**src/hw/rtl/rmlp_pkg.sv**
```systemverilog
`default_nettype none

package rmlp_pkg;

    // network shape
    localparam int N_IN      = 5;
    localparam int N_HIDDEN  = 15;
    localparam int N_OUT     = 5;
    localparam int N_CARRY   = 6;
    localparam int DATA_W    = 16;
    localparam int FRAC_BITS = 8;

    localparam int L0_IN   = N_IN + N_CARRY;
    localparam int L1_OUT  = N_OUT + N_CARRY;
    localparam int W1_BASE = L0_IN * N_HIDDEN;
    localparam int BH_BASE = W1_BASE + N_HIDDEN * L1_OUT;
    localparam int BO_BASE = BH_BASE + N_HIDDEN;

    localparam int STORE_DEPTH = 512;
    localparam int ADDR_W      = $clog2(STORE_DEPTH);

    // leaky relu slope register
    localparam int LEAK_W     = 8;
    localparam int LEAK_SHIFT = 8;
    localparam logic [LEAK_W-1:0] LEAK_RESET = LEAK_W'(26);

    // arithmetic widths
    localparam int PROD_W = 2 * DATA_W;
    localparam int ACC_W  = PROD_W + 8;

    // counters and indexes
    localparam int MAX_TERMS = (L0_IN > N_HIDDEN) ? L0_IN : N_HIDDEN;
    localparam int NODE_MAX  = (N_HIDDEN > L1_OUT) ? N_HIDDEN : L1_OUT;
    localparam int IDX_W     = $clog2(MAX_TERMS + 1);
    localparam int NODE_W    = (NODE_MAX > 1) ? $clog2(NODE_MAX) : 1;
    localparam int L0_IW     = (L0_IN > 1) ? $clog2(L0_IN) : 1;
    localparam int HID_IW    = (N_HIDDEN > 1) ? $clog2(N_HIDDEN) : 1;

    typedef logic signed [DATA_W-1:0] t_data;
    typedef logic [ADDR_W-1:0]        t_addr;

    // controller to datapath
    typedef struct packed {
        logic              load;
        logic              start;
        logic              seq_start;
        logic              issue;
        logic              is_bias;
        logic              last;
        logic              layer;
        logic [NODE_W-1:0] node;
        logic [IDX_W-1:0]  act_idx;
        t_addr             raddr;
        logic              publish;
    } t_cmd;

    // datapath to controller
    typedef struct packed {
        logic pipe_empty;
        logic out_busy;
    } t_stat;

    // tag that travels with each term through the mac pipeline
    typedef struct packed {
        logic              v;
        logic              is_bias;
        logic              last;
        logic              layer;
        logic [NODE_W-1:0] node;
        logic [IDX_W-1:0]  act_idx;
    } t_tag;

endpackage

`default_nettype wire

```
**src/hw/rtl/rmlp_dp.sv**
```systemverilog
`default_nettype none

module rmlp_dp (
    input  wire logic                          i_clk,
    input  wire logic                          i_rst_n,
    input  wire rmlp_pkg::t_cmd                i_cmd,
    input  wire rmlp_pkg::t_addr               i_param_addr,
    input  wire rmlp_pkg::t_data               i_param_value,
    input  wire rmlp_pkg::t_data               i_in [rmlp_pkg::N_IN],
    input  wire logic                          i_cfg_valid,
    input  wire logic [rmlp_pkg::LEAK_W-1:0]   i_cfg_leak,
    input  wire rmlp_pkg::t_data               i_ram_rdata,
    input  wire logic                          i_out_ready,
    output logic                               o_ram_we,
    output rmlp_pkg::t_addr                    o_ram_waddr,
    output rmlp_pkg::t_data                    o_ram_wdata,
    output rmlp_pkg::t_stat                    o_stat,
    output logic                               o_out_valid,
    output rmlp_pkg::t_data                    o_out [rmlp_pkg::N_OUT]
);
    import rmlp_pkg::*;

    logic [LEAK_W-1:0] r_leak;
    t_data             r_in     [N_IN];
    t_data             r_carry  [N_CARRY];
    t_data             r_hidden [N_HIDDEN];
    t_data             r_res    [N_OUT];
    t_data             r_out    [N_OUT];
    logic              r_out_valid;

    t_tag                      r_s1, r_s2, r_s3, r_s4;
    logic signed [PROD_W-1:0]  r_prod;
    logic signed [ACC_W-1:0]   r_acc;
    t_data                     r_sat;

    t_data                        w_act0 [L0_IN];
    t_data                        w_act;
    logic signed [PROD_W-1:0]     w_mul;
    logic signed [PROD_W-1:0]     w_bias;
    logic signed [ACC_W-1:0]      w_shift;
    logic [ACC_W-DATA_W:0]        w_hi;
    t_data                        w_sat;
    logic signed [DATA_W+LEAK_W:0] w_lkp;
    logic signed [DATA_W+LEAK_W:0] w_lks;
    t_data                        w_relu;

    // parameter loads go straight to the store
    assign o_ram_we    = i_cmd.load;
    assign o_ram_waddr = i_param_addr;
    assign o_ram_wdata = i_param_value;

    // layer-0 activation vector: samples then carries
    for (genvar k = 0; k < L0_IN; k++) begin : g_act0
        if (k < N_IN) begin : g_smp
            assign w_act0[k] = r_in[k];
        end else begin : g_car
            assign w_act0[k] = r_carry[k - N_IN];
        end
    end

    // stage 1: weight times activation, or bias aligned to the product scale
    assign w_act  = r_s1.layer ? r_hidden[r_s1.act_idx[HID_IW-1:0]]
                               : w_act0[r_s1.act_idx[L0_IW-1:0]];
    assign w_mul  = i_ram_rdata * w_act;
    assign w_bias = PROD_W'(i_ram_rdata) <<< FRAC_BITS;

    // stage 3: floor shift and saturate
    assign w_shift = r_acc >>> FRAC_BITS;
    assign w_hi    = w_shift[ACC_W-1:DATA_W-1];
    always_comb begin
        if ((&w_hi) || !(|w_hi)) begin
            w_sat = w_shift[DATA_W-1:0];
        end else if (w_shift[ACC_W-1]) begin
            w_sat = {1'b1, {(DATA_W-1){1'b0}}};
        end else begin
            w_sat = {1'b0, {(DATA_W-1){1'b1}}};
        end
    end

    // stage 4: leaky relu
    assign w_lkp  = r_sat * $signed({1'b0, r_leak});
    assign w_lks  = w_lkp >>> LEAK_SHIFT;
    assign w_relu = (!r_sat[DATA_W-1] && (|r_sat)) ? r_sat : w_lks[DATA_W-1:0];

    always_ff @(posedge i_clk) begin
        if (!i_rst_n) begin
            r_leak      <= LEAK_RESET;
            r_out_valid <= 1'b0;
            r_s1.v      <= 1'b0;
            r_s2.v      <= 1'b0;
            r_s3.v      <= 1'b0;
            r_s4.v      <= 1'b0;
            for (int k = 0; k < N_CARRY; k++) begin
                r_carry[k] <= '0;
            end
        end else begin
            if (i_cfg_valid) begin
                r_leak <= i_cfg_leak;
            end

            if (i_cmd.publish) begin
                r_out_valid <= 1'b1;
            end else if (i_out_ready) begin
                r_out_valid <= 1'b0;
            end

            r_s1   <= '{v: i_cmd.issue, is_bias: i_cmd.is_bias, last: i_cmd.last,
                        layer: i_cmd.layer, node: i_cmd.node, act_idx: i_cmd.act_idx};
            r_s2   <= r_s1;
            // only the final term of a node moves on past the accumulator
            r_s3   <= '{v: r_s2.v && r_s2.last, is_bias: r_s2.is_bias, last: r_s2.last,
                        layer: r_s2.layer, node: r_s2.node, act_idx: r_s2.act_idx};
            r_s4   <= r_s3;

            if (i_cmd.start && i_cmd.seq_start) begin
                for (int k = 0; k < N_CARRY; k++) begin
                    r_carry[k] <= '0;
                end
            end else if (r_s4.v && r_s4.layer) begin
                for (int k = 0; k < N_CARRY; k++) begin
                    if (r_s4.node == NODE_W'(N_OUT + k)) begin
                        r_carry[k] <= w_relu;
                    end
                end
            end
        end

        if (i_cmd.start) begin
            r_in <= i_in;
        end
        if (r_s1.v) begin
            r_prod <= r_s1.is_bias ? w_bias : w_mul;
        end
        if (r_s2.v) begin
            r_acc <= r_s2.is_bias ? ACC_W'(r_prod) : (r_acc + ACC_W'(r_prod));
        end
        if (r_s3.v) begin
            r_sat <= w_sat;
        end
        if (r_s4.v) begin
            for (int k = 0; k < N_HIDDEN; k++) begin
                if (!r_s4.layer && (r_s4.node == NODE_W'(k))) begin
                    r_hidden[k] <= w_relu;
                end
            end
            for (int k = 0; k < N_OUT; k++) begin
                if (r_s4.layer && (r_s4.node == NODE_W'(k))) begin
                    r_res[k] <= w_relu;
                end
            end
        end
        if (i_cmd.publish) begin
            r_out <= r_res;
        end
    end

    assign o_out_valid       = r_out_valid;
    assign o_out             = r_out;
    assign o_stat.pipe_empty = !(r_s1.v || r_s2.v || r_s3.v || r_s4.v);
    assign o_stat.out_busy   = r_out_valid && !i_out_ready;

    // a waiting result is never overwritten
    a_no_clobber: assert property (@(posedge i_clk) disable iff (!i_rst_n)
        i_cmd.publish |-> !(r_out_valid && !i_out_ready))
        else $error("result overwritten before it was taken");

    // output layer writeback stays inside the output and carry nodes
    a_wb_range: assert property (@(posedge i_clk) disable iff (!i_rst_n)
        (r_s4.v && r_s4.layer) |-> (r_s4.node < NODE_W'(L1_OUT)))
        else $error("output layer node out of range");

    // a step starts only with the mac pipeline empty
    a_start_idle: assert property (@(posedge i_clk) disable iff (!i_rst_n)
        i_cmd.start |-> o_stat.pipe_empty)
        else $error("step started with terms in flight");

endmodule

`default_nettype wire

```
**config.mk**
```make
export PLATFORM = sky130hd
export DESIGN_NAME = rmlp_dp
export DESIGN_NICKNAME = d
export VERILOG_FILES = /design/src/hw/rtl/rmlp_pkg.sv /design/src/hw/rtl/rmlp_dp.sv
export SDC_FILE = /design/constraint.sdc
export NUM_CORES = 2
export LEC_CHECK = 0
export BUFFER_PORTS_ARGS = -buffer_cell sky130_fd_sc_hd__buf_2
export CAP_MARGIN = 30
export CORE_AREA = 2 2 390 392
export CTS_CLUSTER_SIZE = 14
export DETAILED_ROUTE_END_ITERATION = 12
export DIE_AREA = 0 0 392 394
export PLACE_DENSITY = 0.45
export SYNTH_ARGS = -nofsm -noshare
export SYNTH_HDL_FRONTEND = slang
export SYNTH_SLANG_ARGS = --single-unit
```
**constraint.sdc**
```tcl
create_clock -name i_clk -period 6.8 [get_ports i_clk]
set_input_delay 0.68 -clock i_clk [delete_from_list [all_inputs] [get_ports i_clk]]
set_output_delay 0.68 -clock i_clk [all_outputs]
set_load 0.01 [all_outputs]
```
== Word level (Yosys, flattened, before mapping) ==
Memory sizes are Yosys's and may differ from the RTL's. A register that Yosys moved wholly into a read port is not among the register bits.
Index checks and enable logic that the tools add are counted.

* Output and inout port bits: 109
* Memories: 2
* Bits in writable memories: 336
* Input port bits: 158
* Flip-flop bits (word level): 369

{| class="wikitable"
|+ Memory list
! memory !! words !! bits a word !! read ports !! clocked after Yosys merged registers in !! write ports !! RTL line !! source
|-
| r_hidden || 15 || 16 || 1 || 1 || 1 || rmlp_dp.sv:26 || <nowiki>t_data r_hidden [N_HIDDEN];</nowiki>
|-
| r_carry || 6 || 16 || 6 || 0 || 6 || rmlp_dp.sv:25 || <nowiki>t_data r_carry [N_CARRY];</nowiki>
|}

* Multipliers: 2
* Multiplexer cells: 145
* Order comparisons: 1
* Reduce and logical (&&, ||, !) cells: 58
* Equality and inequality tests: 14
* Bitwise operators: 13
* Add/sub/neg operators: 1

{| class="wikitable"
|+ Operator list
! operator !! count
|-
| two-way mux 16 bit || 32
|-
| OR reduction 16 bit || 15
|-
| two-way mux 1 bit || 95
|-
| binary-select mux 16 bit (select 4 bit) || 1
|-
| two-way mux 4 bit || 15
|-
| adder 40 x 32 -> 40 bit || 1
|-
| two-way mux 40 bit || 1
|-
| multiplier 16 x 16 -> 32 bit || 1
|-
| two-way mux 32 bit || 1
|-
| == test 4 bit (second input constant) || 7
|-
| logical AND 1 bit || 25
|-
| multiplier 16 x 9 -> 24 bit || 1
|-
| AND reduction 17 bit || 1
|-
| OR reduction 17 bit || 1
|-
| == test 4 x 3 -> 1 bit (second input constant) || 4
|-
| bitwise OR 1 bit || 12
|-
| AND reduction 2 bit || 5
|-
| == test 4 x 2 -> 1 bit (second input constant) || 2
|-
| greater-or-equal comparator 5 bit (second input constant) || 1
|-
| zero test 1 bit || 5
|-
| inverter 4 -> 5 bit || 1
|-
| == test 4 x 1 -> 1 bit (second input constant) || 1
|-
| zero test 4 bit || 1
|-
| logical OR 1 bit || 4
|-
| nonzero test 2 bit || 1
|}

== Longest topological paths before layout ==
* Depth in word-level cells: 20
* Gate-level depth with buffers: 33
* Gate-level depth less buffers: 30

== Worst setup path after synthesis ==
No wires, ideal clock.

* Path type: reg-to-reg
* From: reg with a tool-made name
* To: reg r_prod[31] (data pin)
* Stages on the path, launching flop included: 27
* Period minus slack after synthesis: 7394 ps
* Data arrival time: 7127 ps
* Setup slack: -594 ps
* Data required time: 6532 ps
* Path through: dfxtp_1 > buf_6 > buf_6 > mux4_2 > mux4_2 > a21oi_2 > buf_2 > nand2b_1 > fa_1 > inv_1 > fa_1 > fa_1 > fa_1 > fa_1 > inv_1 > fa_1 > inv_1 > ha_1 > a21o_1 > a21o_1 > a21oi_1 > nor3b_1 > o21ai_0 > o211a_1 > a211oi_1 > xnor2_1 > o21ai_0

{| class="wikitable"
|+ RTL lines
! item !! RTL line !! source
|-
| end signal: assignment || rmlp_dp.sv:132 || <nowiki>r_prod <= r_s1.is_bias ? w_bias : w_mul;</nowiki>
|-
| end: declaration || rmlp_dp.sv:32 || <nowiki>logic signed [PROD_W-1:0] r_prod;</nowiki>
|}

==> out/summary.txt <==
status: complete, but fails checks
failing checks: negative setup slack
syn nets: 4049
CP max-delay cell: fa_1
remaining antenna violation count: 0
synthesized cell area: 0.0433 mm2
Min Clock Period, post-route: 7.41 ns
fin nets: 4492
first-pass GRT wire length: 178 mm
initial cell density of the core: 28.7%
post-route clock period utilization: 109%
Worst Max-Slew Pin Slew: 0.945 ns
crit path kind: reg -> reg
Hold Violations, Final: 0
Syn. warnings: 0
IO Count: 267
CP endpoint kind: flip-flop
vias per cell: 4.53
number of synthesized flops with an enable pin: 692
CP bufs+invs: 9
GPL Wtd Cong: 0.813
Max Buffers Root-to-Sink: 3
setup violators final: 19
CP max stage delay: 0.56 ns
Row Count: 143
Worst Hold Depth: 1
Seq cells post-synth: 709
Critical Path AT: 7.79 ns
pin count of the biggest net entering global routing: 69
Core ar.: 0.151 mm2
Place WS: -0.821 ns
sequential element share of the synthesized area: 48.8%
clk_skew: 0.0669 ns
crit-path leading delay family: adder cells
die area: 0.154 mm2
IO Port Bufs: 205
Clock Pin Slew Worst Setup and Hold Paths: 0.06 ns
via count: 26700
FILL cells: 15100
vias in the first global route: 28000
total wire length: 118 mm
max_slew headroom: 36.9%
clk sink count: 709
H-Tree Level Count: 3
grt ovf: 0
Setup WS post-layout: -0.606 ns
CTS root buffer: clkbuf_16
WP data required: 7.19 ns
RSZ-0062 raised after global routing: yes
startpoint types: flip-flop
ys async rst share: 0%
share of cells above drive strength 1: 24.5%
HPWL Detailed: 86.3 mm
Worst-Skew Late Latency: 0.68 ns
Worst Hold Class: in -> reg
top_reg_cell synth: edfxtp_1
Global Route Usage Sum: 15.4%
Synth Area per Inst: 12.9 um2
cell mode on critical path: fa_1
Area growth, synth to finish: 21.0%
Die W: 392 um
Max Fanout on Critical Path: 9
CTS Buf Count: 79
Mapped Cells: 3365
Initial DRT Pass Iterations: 5
Die Y-Extent: 394 um
CTS tree: done
worst reg2reg path depth: 29
distinct cell type count after synthesis: 85
critical path depth: 29
DRC: 0
initial antenna violation count: 10
Iter 0 DRT Violations: 1818
DR WL/cell: 20.0 um
final slew viol count: 0
maximum capacitance violations: 0
fmax: 0.135 GHz
## metal layers
| layer | vias up | global-route usage [%] | routed length [um] |
|---|---|---|---|
| li1 | 12300 | - | - |
| met1 | 13800 | 21.6 | 54500 |
| met2 | 501 | 24.4 | 55700 |
| met3 | 124 | 3.29 | 6200 |
| met4 | 8 | 3.19 | 1920 |
| met5 | - | 0 | 48 |
## sequential cells by signal, indices dropped and copies added (netlist names), named ones only
name / count
r_hidden: 240
r_carry: 96
o_out: 80
r_in: 80
r_res: 80
r_acc: 40
r_prod: 32
r_sat: 16
r_s1: 12
r_leak: 8
r_s2: 8
r_s3: 6
r_s4: 6
o_out_valid: 1
## synthesized netlist by cell type (all sizes together) (3+ instances only)
cell type    n  area [um2]
edfxtp     692       20800
inv        469        1760
fa         362        7250
nand2      266        1000
nor2       215         825
ha         164        2050
nor2b      135         845
o21ai      130         669
a21oi      109         609
and2       106         663
mux4        96        2160
clkbuf      89         335
buf         78         494
mux2i       46         464
xnor2       41         367
a21o        39         293
nand2b      37         231
xor2        33         289
nor3        31         160
a211oi      26         205
nand3       19        95.1
o21a        19         143
dfxtp       17         340
nand4       11        81.3
o21bai      11        82.6
o31ai       11        96.3
a31oi       10        62.6
and3        10        67.6
nor4        10        62.6
mux2         7        78.8
o31a         7        70.1
a21boi       6        45.0
nor3b        6        45.0
or2          6        37.5
o311ai       5        58.8
a211o        4        36.3
or3          4        25.0
a2111oi      3        46.3
a22oi        3        22.5
a41oi        3        52.6
nand3b       3        22.5
## stage by stage
step                cell area, um2  TNS, ns  hold WS, ns  std cells  util (%)
global route                 52400   -13.37        0.126       5903      34.8
floorplan                    43700   -0.428        0.400       3365         -
CTS                          52100    -8.64        0.111       5893      34.6
detailed placement           49000   -11.75        0.405       5729      32.6
global placement             49000   -11.86        0.401       5727      32.5
finish                       52400    -7.86        0.167       5906      34.8
## placed cells by master (no fill, tap or decap), types with 13 or more instances in the layout
master	n
clkbuf_16	81
mux4_2	96
edfxtp_1	692
nor2_1	177
a211oi_2	16
o21ai_0	97
o21a_1	19
inv_1	462
nor2_2	30
a21oi_1	75
nor3_1	23
clkinv_2	21
xor2_1	33
nor2b_1	131
clkbuf_1	18
nand3_1	19
buf_12	32
xnor2_1	39
nand2b_1	33
buf_4	273
ha_1	151
a21oi_2	25
nand2_1	262
buf_6	14
a21o_1	39
buf_2	203
fa_2	15
o21ai_1	18
fa_1	347
mux2i_1	45
and2_1	105
ha_4	13
## kinds of logic (layout without fill, tap and decap cells)
group,count (synthesis),in the layout,synth area share (%)
mux,149,149,6.25
other cells,0,4,0
buf+inv,636,1143,5.98
compound gates,403,403,6.23
flops,709,709,48.8
simple gates,868,868,9.79
xor+xnor,74,74,1.51
fa+ha+maj,526,526,21.5
## cell type report
| class | instances | area (um2) | area share [%] |
|---|---|---|---|
| antenna | 4 | 10.0 | 0.0191 |
| clock buffer | 99 | 2080 | 3.98 |
| clock inverter | 46 | 477 | 0.910 |
| inverter | 469 | 1760 | 3.36 |
| multi-input combinational | 2020 | 20400 | 38.9 |
| sequential | 709 | 21100 | 40.3 |
| tap | 2030 | 2540 | 4.85 |
| timing repair buffer | 529 | 4000 | 7.64 |
## path summary, 6_finish.rpt
kind,slack [ns],start,end
setup / recovery,-0.61,flip-flop,r_prod[28]$_DFFE_PP_
hold reg to reg,0.42,r_res[42]$_DFFE_PP_,o_out[42]$_DFFE_PP_
setup reg to reg,-0.61,flip-flop,r_prod[28]$_DFFE_PP_
hold / removal,0.17,i_in[13],r_in[13]$_DFFE_PP_
## what timing repair did
| item | CTS | global route |
|---|---|---|
| buffers inserted | 18 | 9 |
| endpoints found under the hold margin | 0 | 0 |
| pin swaps | 27 | 33 |
| hold buffers | 0 | 0 |
| endpoints found under the setup margin | 22 | 22 |
| gates cloned | 1 | 1 |
| gates resized for setup | 83 | 55 |
Power is not shown: default switching activity piles up to over one toggle a cycle in this logic, so the estimate is an artifact.
