File: config.mk
export PLATFORM = sky130hd
export DESIGN_NAME = rmlp_ctrl
export DESIGN_NICKNAME = d
export VERILOG_FILES = /design/src/hw/rtl/rmlp_pkg.sv /design/src/hw/rtl/rmlp_ctrl.sv
export SDC_FILE = /design/constraint.sdc
export NUM_CORES = 1
export LEC_CHECK = 0
export BUFFER_PORTS_ARGS = -buffer_cell sky130_fd_sc_hd__buf_2
export CELL_PAD_IN_SITES_DETAIL_PLACEMENT = 0
export CELL_PAD_IN_SITES_GLOBAL_PLACEMENT = 1
export CORE_UTILIZATION = 30
export DETAILED_ROUTE_END_ITERATION = 6
export GPL_TIMING_DRIVEN = 0
export PLACE_DENSITY_LB_ADDON = 0.1
export SYNTH_ARGS = -nofsm -noshare
export SYNTH_HDL_FRONTEND = slang
export SYNTH_SLANG_ARGS = --single-unit
File: constraint.sdc
create_clock -name i_clk -period 5.7 [get_ports i_clk]
set_input_delay 0.285 -clock i_clk [delete_from_list [all_inputs] [get_ports i_clk]]
set_output_delay 0.285 -clock i_clk [all_outputs]
set_load 0.05 [all_outputs]
File: src/hw/rtl/rmlp_pkg.sv
`default_nettype none

package rmlp_pkg;

    // network shape
    localparam int N_IN      = 5;
    localparam int N_HIDDEN  = 15;
    localparam int N_OUT     = 5;
    localparam int N_CARRY   = 6;
    localparam int DATA_W    = 16;
    localparam int FRAC_BITS = 8;

    localparam int L0_IN   = N_IN + N_CARRY;
    localparam int L1_OUT  = N_OUT + N_CARRY;
    localparam int W1_BASE = L0_IN * N_HIDDEN;
    localparam int BH_BASE = W1_BASE + N_HIDDEN * L1_OUT;
    localparam int BO_BASE = BH_BASE + N_HIDDEN;

    localparam int STORE_DEPTH = 512;
    localparam int ADDR_W      = $clog2(STORE_DEPTH);

    // leaky relu slope register
    localparam int LEAK_W     = 8;
    localparam int LEAK_SHIFT = 8;
    localparam logic [LEAK_W-1:0] LEAK_RESET = LEAK_W'(26);

    // arithmetic widths
    localparam int PROD_W = 2 * DATA_W;
    localparam int ACC_W  = PROD_W + 8;

    // counters and indexes
    localparam int MAX_TERMS = (L0_IN > N_HIDDEN) ? L0_IN : N_HIDDEN;
    localparam int NODE_MAX  = (N_HIDDEN > L1_OUT) ? N_HIDDEN : L1_OUT;
    localparam int IDX_W     = $clog2(MAX_TERMS + 1);
    localparam int NODE_W    = (NODE_MAX > 1) ? $clog2(NODE_MAX) : 1;
    localparam int L0_IW     = (L0_IN > 1) ? $clog2(L0_IN) : 1;
    localparam int HID_IW    = (N_HIDDEN > 1) ? $clog2(N_HIDDEN) : 1;

    typedef logic signed [DATA_W-1:0] t_data;
    typedef logic [ADDR_W-1:0]        t_addr;

    // controller to datapath
    typedef struct packed {
        logic              load;
        logic              start;
        logic              seq_start;
        logic              issue;
        logic              is_bias;
        logic              last;
        logic              layer;
        logic [NODE_W-1:0] node;
        logic [IDX_W-1:0]  act_idx;
        t_addr             raddr;
        logic              publish;
    } t_cmd;

    // datapath to controller
    typedef struct packed {
        logic pipe_empty;
        logic out_busy;
    } t_stat;

    // tag that travels with each term through the mac pipeline
    typedef struct packed {
        logic              v;
        logic              is_bias;
        logic              last;
        logic              layer;
        logic [NODE_W-1:0] node;
        logic [IDX_W-1:0]  act_idx;
    } t_tag;

endpackage

`default_nettype wire

File: src/hw/rtl/rmlp_ctrl.sv
`default_nettype none

module rmlp_ctrl (
    input  wire logic           i_clk,
    input  wire logic           i_rst_n,
    input  wire logic           i_req_valid,
    input  wire logic           i_req_mode,
    input  wire logic           i_req_seq_start,
    input  wire rmlp_pkg::t_stat i_stat,
    output logic                o_req_ready,
    output rmlp_pkg::t_cmd      o_cmd
);
    import rmlp_pkg::*;

    localparam logic [1:0] S_IDLE  = 2'd0;
    localparam logic [1:0] S_RUN   = 2'd1;
    localparam logic [1:0] S_DRAIN = 2'd2;
    localparam logic [1:0] S_DONE  = 2'd3;

    logic [1:0]        r_state, n_state;
    logic              r_layer, n_layer;
    logic [NODE_W-1:0] r_node, n_node;
    logic [IDX_W-1:0]  r_term, n_term;
    t_addr             r_wptr, n_wptr;

    logic              w_accept;
    logic [IDX_W-1:0]  w_term_last;
    logic [NODE_W-1:0] w_node_last;
    t_addr             w_bias_addr;
    t_addr             w_wbase;
    t_addr             w_stride;

    assign o_req_ready = (r_state == S_IDLE);
    assign w_accept    = i_req_valid && o_req_ready;

    assign w_term_last = r_layer ? IDX_W'(N_HIDDEN) : IDX_W'(L0_IN);
    assign w_node_last = r_layer ? NODE_W'(L1_OUT - 1) : NODE_W'(N_HIDDEN - 1);
    assign w_bias_addr = (r_layer ? ADDR_W'(BO_BASE) : ADDR_W'(BH_BASE)) + ADDR_W'(r_node);
    assign w_wbase     = r_layer ? ADDR_W'(W1_BASE) : '0;
    assign w_stride    = r_layer ? ADDR_W'(L1_OUT) : ADDR_W'(N_HIDDEN);

    always_comb begin
        n_state = r_state;
        n_layer = r_layer;
        n_node  = r_node;
        n_term  = r_term;
        n_wptr  = r_wptr;

        o_cmd           = '0;
        o_cmd.load      = w_accept && !i_req_mode;
        o_cmd.start     = w_accept && i_req_mode;
        o_cmd.seq_start = i_req_seq_start;
        o_cmd.layer     = r_layer;
        o_cmd.node      = r_node;
        o_cmd.act_idx   = IDX_W'(r_term - 1'b1);
        o_cmd.is_bias   = (r_term == '0);
        o_cmd.last      = (r_term == w_term_last);
        o_cmd.raddr     = o_cmd.is_bias ? w_bias_addr : r_wptr;

        unique case (r_state)
            S_IDLE: begin
                if (o_cmd.start) begin
                    n_state = S_RUN;
                    n_layer = 1'b0;
                    n_node  = '0;
                    n_term  = '0;
                end
            end
            S_RUN: begin
                o_cmd.issue = 1'b1;
                // bias first, then walk the weight column with the layer stride
                n_wptr = o_cmd.is_bias ? (w_wbase + ADDR_W'(r_node)) : (r_wptr + w_stride);
                if (o_cmd.last) begin
                    n_term = '0;
                    if (r_node == w_node_last) begin
                        n_node = '0;
                        if (r_layer) begin
                            n_state = S_DRAIN;
                        end else begin
                            n_layer = 1'b1;
                        end
                    end else begin
                        n_node = NODE_W'(r_node + 1'b1);
                    end
                end else begin
                    n_term = IDX_W'(r_term + 1'b1);
                end
            end
            S_DRAIN: begin
                if (i_stat.pipe_empty) begin
                    n_state = S_DONE;
                end
            end
            S_DONE: begin
                if (!i_stat.out_busy) begin
                    o_cmd.publish = 1'b1;
                    n_state       = S_IDLE;
                end
            end
            default: n_state = S_IDLE;
        endcase
    end

    always_ff @(posedge i_clk) begin
        if (!i_rst_n) begin
            r_state <= S_IDLE;
            r_layer <= 1'b0;
            r_node  <= '0;
            r_term  <= '0;
        end else begin
            r_state <= n_state;
            r_layer <= n_layer;
            r_node  <= n_node;
            r_term  <= n_term;
        end
        r_wptr <= n_wptr;
    end

    // the final term of the output layer ends the issue phase
    a_run_end: assert property (@(posedge i_clk) disable iff (!i_rst_n)
        (o_cmd.issue && o_cmd.last && r_layer && (r_node == w_node_last))
        |=> (r_state == S_DRAIN))
        else $error("issue phase did not end after last output node");

    // a result is published only once the mac pipeline has drained
    a_publish_drained: assert property (@(posedge i_clk) disable iff (!i_rst_n)
        o_cmd.publish |-> i_stat.pipe_empty)
        else $error("publish with terms still in flight");

endmodule

`default_nettype wire

; ---- Word level (Yosys, flattened, before mapping)
; Cells that the tools add are included.
[word_totals]
output_inout_bits = 26
elab_cells = 60
input_bits = 7
reg_bits = 20
[classes]
n_reduce_logical = 11
add_sub_neg = 6
eq_ne = 11
mux = 27
[ops]
columns = op, count
row1 = $add A9 B4 Y9, 2
row2 = $mux W9, 2
row3 = $mux W4, 4
row4 = $pmux W4 S2, 2
row5 = $mux W2, 6
row6 = $ne A2 B2 Y1 const B, 5
row7 = $add A8 B4 Y9, 1
row8 = $mux W3, 3
row9 = $add A4 B1 Y4 const B, 2
row10 = $eq A4 B4 Y1, 2
row11 = $mux W8, 1
row12 = $pmux W2 S4, 1
row13 = $mux W1, 6
row14 = $reduce_and A6 Y1, 1
row15 = $mux W5, 1
row16 = $eq A2 B2 Y1 const B, 2
row17 = $logic_not A4 Y1, 1
row18 = $reduce_and A4 Y1, 1
row19 = $sub A4 B1 Y4 const B, 1
row20 = $logic_and A1 B1 Y1, 3
row21 = $reduce_and A3 Y1, 1
row22 = $eq A2 B1 Y1 const B, 1
row23 = $logic_not A2 Y1, 1
row24 = $ne A2 B1 Y1 const B, 1
row25 = other kinds (4), 4

; ---- Logic depth before layout (Yosys ltp)
; Gate-level depths: netlist (run 1).
[logic_depth]
word_depth = 5
depth_mapped = 7
mapped_depth_nobuf = 6

; ---- Worst setup path after synthesis (run 1)
; OpenSTA, ideal clock, no wires.
[synth_timing]
kind = register to output
startpoint = register r_node[0]
endpoint = output port o_cmd[5] (netlist name)
t_arrival_ps = 2570
setup_slack_ps = 2845
path_stages_with_launch = 6
path_cell_list = dfxtp_1 ha_1 fa_1 a21oi_1 xnor2_1 o21ai_0
[synth_lines]
columns = item, line
row1 = from (decl), rmlp_ctrl.sv:22  ; logic [NODE_W-1:0] r_node, n_node;
row2 = from (signal assigned), rmlp_ctrl.sv:113  ; r_node <= n_node;
row3 = to (decl), rmlp_ctrl.sv:11  ; output rmlp_pkg::t_cmd o_cmd

==> results of run 1 <==
-- worst register-to-register path, stage by stage, from the launching register on --
cell and delay [ns]:
dfxtp_1 0.56, inv_1 0.26, ha_1 0.40, o21a_1 0.13, o31ai_1 0.31, xor2_1 0.20, a21oi_1 0.08
-- kinds of logic (layout without fill, tap and decap cells) --
logic type,after synthesis,after routing
buf+inv,22,56
xor+xnor,17,17
fa+ha+maj,15,15
compound gates,42,42
simple gates,52,52
mux,4,4
flops,20,20
-- per-stage QoR --
step | cell area [µm²] | power [µW] | cells | worst slack [ns]
final | 1790 | 752 | 273 | 3.17
after global routing | 1790 | 807 | 273 | 2.99
after CTS | 1790 | 765 | 273 | 3.13
after detailed placement | 1730 | 650 | 269 | 3.43
after global placement | 1730 | 646 | 269 | 3.40
after floorplan | 1500 | 552 | 172 | 2.85
-- sequential cells by signal (all words and copies together), names as in the netlist --
register / flops
r_node: 4
r_layer: 1
r_wptr: 9
r_state: 2
r_term: 4
-- final cells by class --
class	instances	area, µm²	area share
Multi-Input combinational cell	130	905	0.506
Buffer	8	50.0	0.0280
Timing Repair Buffer	30	150	0.0840
Tap cell	67	83.8	0.0469
Inverter	14	52.6	0.0294
Clock buffer	4	55.1	0.0308
Sequential cell	20	490	0.275
-- power by group --
| group | internal [µW] | leakage, µW | total (µW) | switching [µW] |
|---|---|---|---|---|
| logic | 125 | 0.000575 | 431 | 306 |
| registers | 187 | 0.000174 | 210 | 23.3 |
| clock network | 61.6 | 0.0000288 | 111 | 49.7 |
| total | 374 | 0.000778 | 752 | 379 |
-- placed cells by master, fill, tap and decap left out, types with 2 or more instances in the layout --
cell,n
a21bo_4,2
a21oi_1,13
a31oi_1,2
buf_2,31
buf_4,3
clkbuf_1,3
clkbuf_8,4
dfxtp_1,11
edfxtp_1,9
ha_1,14
inv_1,14
mux2i_1,3
nand2_1,16
nand2b_1,4
nand3_1,5
nor2_1,15
nor2b_1,3
o21ai_0,13
o21ai_1,2
or3_1,3
xnor2_1,12
xor2_1,5
-- per-layer routing --
layer / up-vias / global-route usage / wire length, µm
met3: 5 / 0.0221 / 139
met2: 26 / 0.235 / 1600
met1: 576 / 0.198 / 1740
met4: 0 / 0.0523 / 50
met5: - / 0 / 0
li1: 656 / - / -
-- worst max path at each step --
stage,depth (start not counted),to
3_3_place_gp,6,o_cmd[5]
5_1_grt,6,o_cmd[5]
4_1_cts,6,o_cmd[5]
2_1_floorplan,5,o_cmd[5]
6_report,7,o_cmd[6]
3_5_place_dp,6,o_cmd[5]
==> results.sh, run 1 <==
export IMPL_status="complete, no violations"
export IMPL_clk_latency_ns=0.26
export IMPL_rsz0062_at_grt="false"
export IMPL_synth_ff_type="dfxtp_1"
export IMPL_timing_final_crit_share=0.445
export IMPL_skew_ns=0.00523
export IMPL_remaining_drc_errors=0
export IMPL_power_density_nw_per_um2=421
export IMPL_critPathMaxStageDelay_ns=0.56
export IMPL_arrival_ns=2.25
export IMPL_tns_ns=0
export IMPL_min_path_type="in -> reg"
export IMPL_ios=33
export IMPL_cp_max_fo=9
export IMPL_nNetsFinal=229
export IMPL_setup_viol=0
export IMPL_leakagePower_uw=0.000778
export IMPL_cpMostUsedCell="o21ai_0"
export IMPL_core_area_um2=4750
export IMPL_synth_top_cells_by_count="nand2_1, nor2_1, ha_1, inv_1"
export IMPL_worstHoldStart="i_rst_n"
export IMPL_rr_worst_depth=6
export IMPL_clock_root_buffer="clkbuf_8"
export IMPL_routed_wl_um=3530
export IMPL_rr_endpoint="r_wptr[5]"
export IMPL_syn_inst=172
export IMPL_cts_tree="built"
export IMPL_htreeDepth=1
export IMPL_slowest_stage="dfxtp_1"
export IMPL_cp_start_kind="flip-flop"
export IMPL_ctsResizeCount=0
export IMPL_synthXorXnorAreaFrac=0.0994
export IMPL_timing_rr_start="r_layer"
export IMPL_chipHeight_um=72.7
export IMPL_synth_cell_types=40
export IMPL_area_growth_pct=19.3
export IMPL_rows=25
export IMPL_max_slew_margin=0.459
export IMPL_yosysTopAreaCellShare=0.180
export IMPL_fmax_ghz=0.394
export IMPL_vdd_drop_max_mv=0.187
export IMPL_synth_seq_cells=20
export IMPL_synth_top_family_by_area="compound AO/OA/AOI/OAI gates"
export IMPL_grt_max_degree=19
export IMPL_final_util=0.376
export IMPL_wire_per_inst_um=12.9
export IMPL_crit_family="flip-flops"
export IMPL_die_x_um=72.7
export IMPL_syn_num_nets=194
export IMPL_postSynthAreaPerCell_um2=8.71
export IMPL_cts_setup_buffers=0
export IMPL_synth_area_leaders="edfxtp_1, dfxtp_1, ha_1"
export IMPL_worst_slew_pin_slew_ns=0.812
export IMPL_cts_hold_buf=0
export IMPL_num_vias=1263
export IMPL_cts_buffer_depth=2
export IMPL_clock_sinks=20
export IMPL_initial_core_util=0.315
export IMPL_gp_congestion=0.716
export IMPL_whs_path_depth=2
export IMPL_drtIter0Drc=37
export IMPL_startpoint="r_layer"
export IMPL_synth_top_area_cell="edfxtp_1"
export IMPL_cts_made_buffers=3
export IMPL_hold_end="r_layer"
export IMPL_path_class="reg -> out"
export IMPL_dp_hpwl_um=2670
export IMPL_r2r_slack_ns=3.51
export IMPL_synth_adder_area_share=0.130
export IMPL_cp_buffers_inverters=2
export IMPL_crit_path_end_kind="output pin"
export IMPL_die_area_um2=5280
export IMPL_ys_seq_area_frac=0.327
export IMPL_track_usage=0.146
export IMPL_path_cells="inv_1 > ha_1 > a21oi_1 > nor2_1 > o21ai_0 > o21ai_0 > buf_2"
export IMPL_required_ns=5.41
export IMPL_synth_area_mux_share=0.0276
export IMPL_first_global_vias=1234
export IMPL_syn_cell_area_um2=1500
export IMPL_global_route_overflow_total=0
export IMPL_synthSimpleGateAreaFrac=0.166
export IMPL_num_antenna_cells=0
export IMPL_slew_viol_final=0
export IMPL_fillers=549
export IMPL_port_buffers=30
export IMPL_hold_viol=0
export IMPL_whs_ns=0.411
export IMPL_post_drt_via_cell_ratio=4.63
export IMPL_grt_first_pass_wirelength_um=5870
export IMPL_yosysMostFrequentCell="nand2_1"
export IMPL_synth_edf_count=9
export IMPL_drt_pass1_iterations=4
export IMPL_antenna_found_initial=0
export IMPL_period_needed_ns=2.53
export IMPL_drv_cap=0
export IMPL_synth_compound_area_frac=0.180
export IMPL_async_reset_ff_frac=0
export IMPL_drive_gt1_frac=0.214
export IMPL_path_clk_slew_ns=0.07
export IMPL_yosys_warnings=0
export IMPL_ant_nets=0
(Power assumes the default switching activity.)
==> run 2: changes to the inputs <==
==> constraint.sdc (replaced) <==
create_clock -name i_clk -period 2.2 [get_ports i_clk]
set_input_delay 0.11 -clock i_clk [delete_from_list [all_inputs] [get_ports i_clk]]
set_output_delay 0.11 -clock i_clk [all_outputs]
set_load 0.05 [all_outputs]
==> run 2 against run 1 <==
  * Sequential power grew to 2.6 times the previous value
  * Combinational power grew to 2.7 times the previous value
  * Largest cell class unchanged
  * Clock power grew 130%
  * Power grew to 2.6 times the previous value
  * Global-route usage is the same
  * Cell count grew 1.8%
  * Critical path depth is the same
  * Routed wire length grew 1.6%
  * Via count grew 2.7%
  * Non-clock buffer count grew 5
==> results.sh, run 2 (synthesis results as in run 1) <==
export IMPL_required_ns=2.09
export IMPL_num_antenna_cells=0
export IMPL_post_drt_via_cell_ratio=4.67
export IMPL_path_clk_slew_ns=0.08
export IMPL_timing_rr_start="r_layer"
export IMPL_port_buffers=30
export IMPL_drt_pass1_iterations=4
export IMPL_slew_viol_final=0
export IMPL_rsz0062_at_grt="false"
export IMPL_antenna_found_initial=0
export IMPL_wire_per_inst_um=12.9
export IMPL_rr_endpoint="r_wptr[5]"
export IMPL_crit_path_end_kind="output pin"
export IMPL_cts_buffer_depth=2
export IMPL_fmax_ghz=0.481
export IMPL_nNetsFinal=234
export IMPL_grt_first_pass_wirelength_um=6040
export IMPL_drive_gt1_frac=0.275
export IMPL_clock_sinks=20
export IMPL_cp_max_fo=6
export IMPL_cts_hold_buf=0
export IMPL_clk_latency_ns=0.26
export IMPL_power_density_nw_per_um2=1050
export IMPL_r2r_slack_ns=0.19
export IMPL_worstHoldStart="i_rst_n"
export IMPL_leakagePower_uw=0.000804
export IMPL_chipHeight_um=72.7
export IMPL_area_sequential_um2=494
export IMPL_regMostFlops="r_wptr"
export IMPL_dp_hpwl_um=2780
export IMPL_grt_max_degree=19
export IMPL_cts_tree="built"
export IMPL_cts_made_buffers=3
export IMPL_gp_congestion=0.760
export IMPL_ant_nets=0
export IMPL_rr_worst_depth=7
export IMPL_setup_viol=0
export IMPL_routed_wl_um=3590
export IMPL_core_area_um2=4750
export IMPL_worst_slew_pin_slew_ns=0.527
export IMPL_hold_end="r_layer"
export IMPL_timing_final_crit_share=0.945
export IMPL_max_slew_margin=0.646
export IMPL_status="complete, no violations"
export IMPL_p_total_uw=1950
export IMPL_largest_reg_flops=9
export IMPL_first_global_vias=1292
export IMPL_layout_commonest_cell="buf_2"
export IMPL_reg_top3="r_wptr x9, r_node x4, r_term x4"
export IMPL_mostFrequentLayoutCells="buf_2, nand2_1, nor2_1"
export IMPL_skew_ns=0.00610
export IMPL_remaining_drc_errors=0
export IMPL_num_vias=1297
export IMPL_vdd_drop_max_mv=0.618
export IMPL_path_class="reg -> out"
export IMPL_rows=25
export IMPL_initial_core_util=0.315
export IMPL_die_area_um2=5280
export IMPL_cp_start_kind="flip-flop"
export IMPL_min_path_type="in -> reg"
export IMPL_period_needed_ns=2.08
export IMPL_track_usage=0.146
export IMPL_htreeDepth=1
export IMPL_whs_ns=0.266
export IMPL_fillers=531
export IMPL_ios=33
export IMPL_drv_cap=0
export IMPL_global_route_overflow_total=0
export IMPL_multiInputGateArea_um2=925
export IMPL_drtIter0Drc=50
export IMPL_hold_viol=0
export IMPL_arrival_ns=1.97
export IMPL_die_x_um=72.7
export IMPL_whs_path_depth=2
export IMPL_clock_root_buffer="clkbuf_8"
export IMPL_area_growth_pct=23.4
## run 2: cell count changes in the layout (fill, tap and decap cells not counted), sizes merged
cell | before | now
clkinv | 0 | 1
clkinvlp | 0 | 1
buf | 35 | 39
inv | 14 | 13
## run 2: cell type report
type / instances / area share
Multi-Input combinational cell: 130 / 0.500
Sequential cell: 20 / 0.267
Timing Repair Buffer: 35 / 0.103
Tap cell: 67 / 0.0454
Inverter: 14 / 0.0305
Buffer: 8 / 0.0291
Clock buffer: 3 / 0.0223
Clock inverter: 1 / 0.00203
## run 2: routing by layer
layer  wire, µm  GRT usage  part of all wire
met1       1720      0.186              0.48
met4         19     0.0414            0.0053
met5          0          0                 0
met3        145     0.0193             0.040
met2       1700      0.256              0.47
## run 2: worst max-delay path by stage
| stage | from | to | slack, ns | cells after the start |
|---|---|---|---|---|
| after floorplan | r_node[0] | o_cmd[5] | -0.10 | 5 |
| after global placement | r_layer | r_wptr[5] | 0.02 | 6 |
| after detailed placement | r_layer | r_wptr[5] | 0.04 | 6 |
| after CTS | r_layer | o_cmd[4] | 0.05 | 7 |
| after global routing | r_node[1] | o_cmd[4] | 0.02 | 6 |
| final | r_layer | o_cmd[4] | 0.12 | 7 |
## run 2: stage by stage
| step | utilization | setup WS, ns | instance area [µm²] | TNS, ns | instances |
|---|---|---|---|---|---|
| floorplan | - | -0.104 | 1510 | -0.104 | 172 |
| global placement | 0.367 | 0.0248 | 1750 | 0 | 269 |
| detailed placement | 0.367 | 0.0440 | 1750 | 0 | 269 |
| CTS | 0.383 | 0.0499 | 1820 | 0 | 275 |
| global route | 0.389 | 0.0220 | 1850 | 0 | 278 |
| finish | 0.389 | 0.121 | 1850 | 0 | 278 |
## run 2: timing repair
action | in CTS | in global routing
setup endpoints to repair | 5 | 10
gates resized for setup | 6 | 2
buffers inserted | 2 | 3
gates cloned | 0 | 0
hold endpoints to repair | 0 | 0
## run 2: critical path: stages (launching register included)
cell and delay, ns:
dfxtp_4 0.40, clkinvlp_4 0.15, ha_1 0.30, a21oi_1 0.06
nor2_1 0.19, xnor2_1 0.17, mux2_2 0.18, buf_2 0.25
## run 2: report_power, final
group / internal [µW] / switching (µW) / leakage, µW / total (µW)
clock network: 124 / 126 / 0.0000231 / 250
logic: 343 / 810 / 0.000606 / 1150
registers: 483 / 60.7 / 0.000175 / 544
==> run 3: changes to the inputs <==
==> constraint.sdc (replaced) <==
create_clock -name i_clk -period 2 [get_ports i_clk]
set_input_delay 0.1 -clock i_clk [delete_from_list [all_inputs] [get_ports i_clk]]
set_output_delay 0.1 -clock i_clk [all_outputs]
set_load 0.05 [all_outputs]
==> run 3 against run 2 <==
  * Clock skew increased by 0.0045 ns
  * Clock power rose by 67%
  * Register-to-register slack lost 0.05 ns
  * Critical path depth unchanged
==> results.sh, run 3 (synthesis results as in run 1) <==
export IMPL_power_density_nw_per_um2=1200
export IMPL_leakagePower_uw=0.000850
export IMPL_crit_path_end_kind="output pin"
export IMPL_rr_worst_depth=7
export IMPL_port_buffers=30
export IMPL_cts_tree="built"
export IMPL_path_class="reg -> out"
export IMPL_cts_made_buffers=3
export IMPL_slew_viol_final=0
export IMPL_r2r_slack_ns=0.14
export IMPL_clk_latency_ns=0.27
export IMPL_fin_cells=281
export IMPL_dp_cells=269
export IMPL_ant_nets=0
export IMPL_rr_endpoint="r_wptr[5]"
export IMPL_remaining_drc_errors=0
export IMPL_area_growth_pct=33.8
export IMPL_design_area_um2=2000
export IMPL_track_usage=0.141
export IMPL_global_route_overflow_total=0
export IMPL_period_needed_ns=1.95
export IMPL_wl_met3_um=109
export IMPL_hold_end="r_layer"
export IMPL_mostFrequentLayoutCells="buf_2, nand2_1, nor2_1"
export IMPL_chipHeight_um=72.7
export IMPL_routed_wl_um=3560
export IMPL_rows=25
export IMPL_met2WireLength_um=1670
export IMPL_setup_viol=0
export IMPL_timing_rr_start="r_layer"
export IMPL_timing_final_crit_share=0.973
export IMPL_vdd_drop_max_mv=0.724
export IMPL_core_area_um2=4750
export IMPL_die_x_um=72.7
export IMPL_worst_slew_pin_slew_ns=0.422
export IMPL_p_total_uw=2400
export IMPL_min_path_type="in -> reg"
export IMPL_hold_viol=0
export IMPL_status="complete, no violations"
export IMPL_layout_commonest_cell="buf_2"
export IMPL_nNetsFinal=237
export IMPL_clock_root_buffer="clkbuf_8"
export IMPL_initial_core_util=0.315
export IMPL_num_vias=1335
export IMPL_regMostFlops="r_wptr"
export IMPL_worstHoldStart="i_rst_n"
export IMPL_routed_top_layer="met4"
export IMPL_skew_ns=0.0106
export IMPL_place_area_um2=1780
export IMPL_grt_first_pass_wirelength_um=5690
export IMPL_whs_path_depth=2
export IMPL_ios=33
export IMPL_drv_cap=0
export IMPL_reg_top3="r_wptr x9, r_node x4, r_term x4"
export IMPL_drive_gt1_frac=0.355
export IMPL_met1Wirelength_um=1720
export IMPL_antenna_found_initial=0
export IMPL_htreeDepth=1
export IMPL_gp_congestion=0.706
export IMPL_max_slew_margin=0.719
export IMPL_arrival_ns=1.85
export IMPL_fmax_ghz=0.514
export IMPL_cts_hold_buf=0
export IMPL_cts_buffer_depth=2
export IMPL_grt_max_degree=19
export IMPL_wire_per_inst_um=12.7
export IMPL_cp_max_fo=4
export IMPL_final_util=0.421
export IMPL_cp_start_kind="flip-flop"
export IMPL_clock_sinks=20
export IMPL_path_clk_slew_ns=0.08
export IMPL_largest_reg_flops=9
export IMPL_drt_pass1_iterations=4
export IMPL_rsz0062_at_grt="true"
export IMPL_post_drt_via_cell_ratio=4.75
export IMPL_dp_hpwl_um=2630
export IMPL_drtIter0Drc=34
export IMPL_num_antenna_cells=0
export IMPL_first_global_vias=1277
export IMPL_required_ns=1.90
export IMPL_die_area_um2=5280
run 3: cell count changes in the layout (fill, tap and decap cells not counted), moves of 2 or more:
cell,previous run,this run
a21oi_1,13,11
buf_2,29,24
buf_4,9,13
buf_6,1,4
clkbuf_4,1,3
dfxtp_1,10,8
dfxtp_2,0,2
ha_1,13,10
ha_2,1,4
o21ai_1,4,1
o21ai_4,0,2
run 3: what timing repair did:
| item | 4_1_cts | 5_1_grt |
|---|---|---|
| gates resized for setup | 16 | 13 |
| pin swaps | 0 | 6 |
| setup endpoints to repair | 19 | 10 |
| buffers inserted | 4 | 4 |
run 3: metal layers:
metal | up-vias | track usage
li1 | 684 | -
met1 | 613 | 0.181
met2 | 32 | 0.234
met3 | 6 | 0.0235
met4 | 0 | 0.0610
met5 | - | 0
run 3: report_power, final:
| group | switching [µW] | total [µW] | internal, µW |
|---|---|---|---|
| clock | 150 | 417 | 267 |
| combinational | 920 | 1380 | 456 |
| sequential | 71.0 | 604 | 533 |
| total | 1140 | 2400 | 1260 |
run 3: stage by stage:
stage	TNS [ns]	hold WS (ns)	setup slack (ns)
floorplan	-0.0611	0.367	-0.0432
global placement	-1.22	0.480	-0.152
detailed placement	-1.47	0.501	-0.157
CTS	0	0.228	0.0184
global route	-0.0515	0.278	-0.0348
finish	0	0.228	0.0547
run 3: cell type report:
cell class / count / area (µm²)
fill: 514 / 2750
inverter: 14 / 60.1
timing repair buffer: 38 / 236
sequential: 20 / 497
buffer: 8 / 56.3
clock inverter: 1 / 30.0
clock buffer: 3 / 41.3
multi-input combinational: 130 / 998
tap: 67 / 83.8
run 3: critical path, stage by stage (launching register included):
cell,delay (ns)
dfxtp_4,0.39
clkinvlp_4,0.11
buf_6,0.13
fa_2,0.37
a21oi_4,0.16
xnor2_2,0.09
o21ai_2,0.16
buf_6,0.17
run 3: worst max path at each step:
stage | startpoint | end | cells past startpoint | slack (ns)
finish | r_layer | o_cmd[5] | 7 | 0.05
global route | r_node[0] | o_cmd[5] | 6 | -0.03
CTS | r_term[0] | o_cmd[2] | 8 | 0.02
detailed placement | r_layer | r_wptr[5] | 6 | -0.16
global placement | r_layer | r_wptr[5] | 6 | -0.15
floorplan | r_node[0] | o_cmd[5] | 5 | -0.04
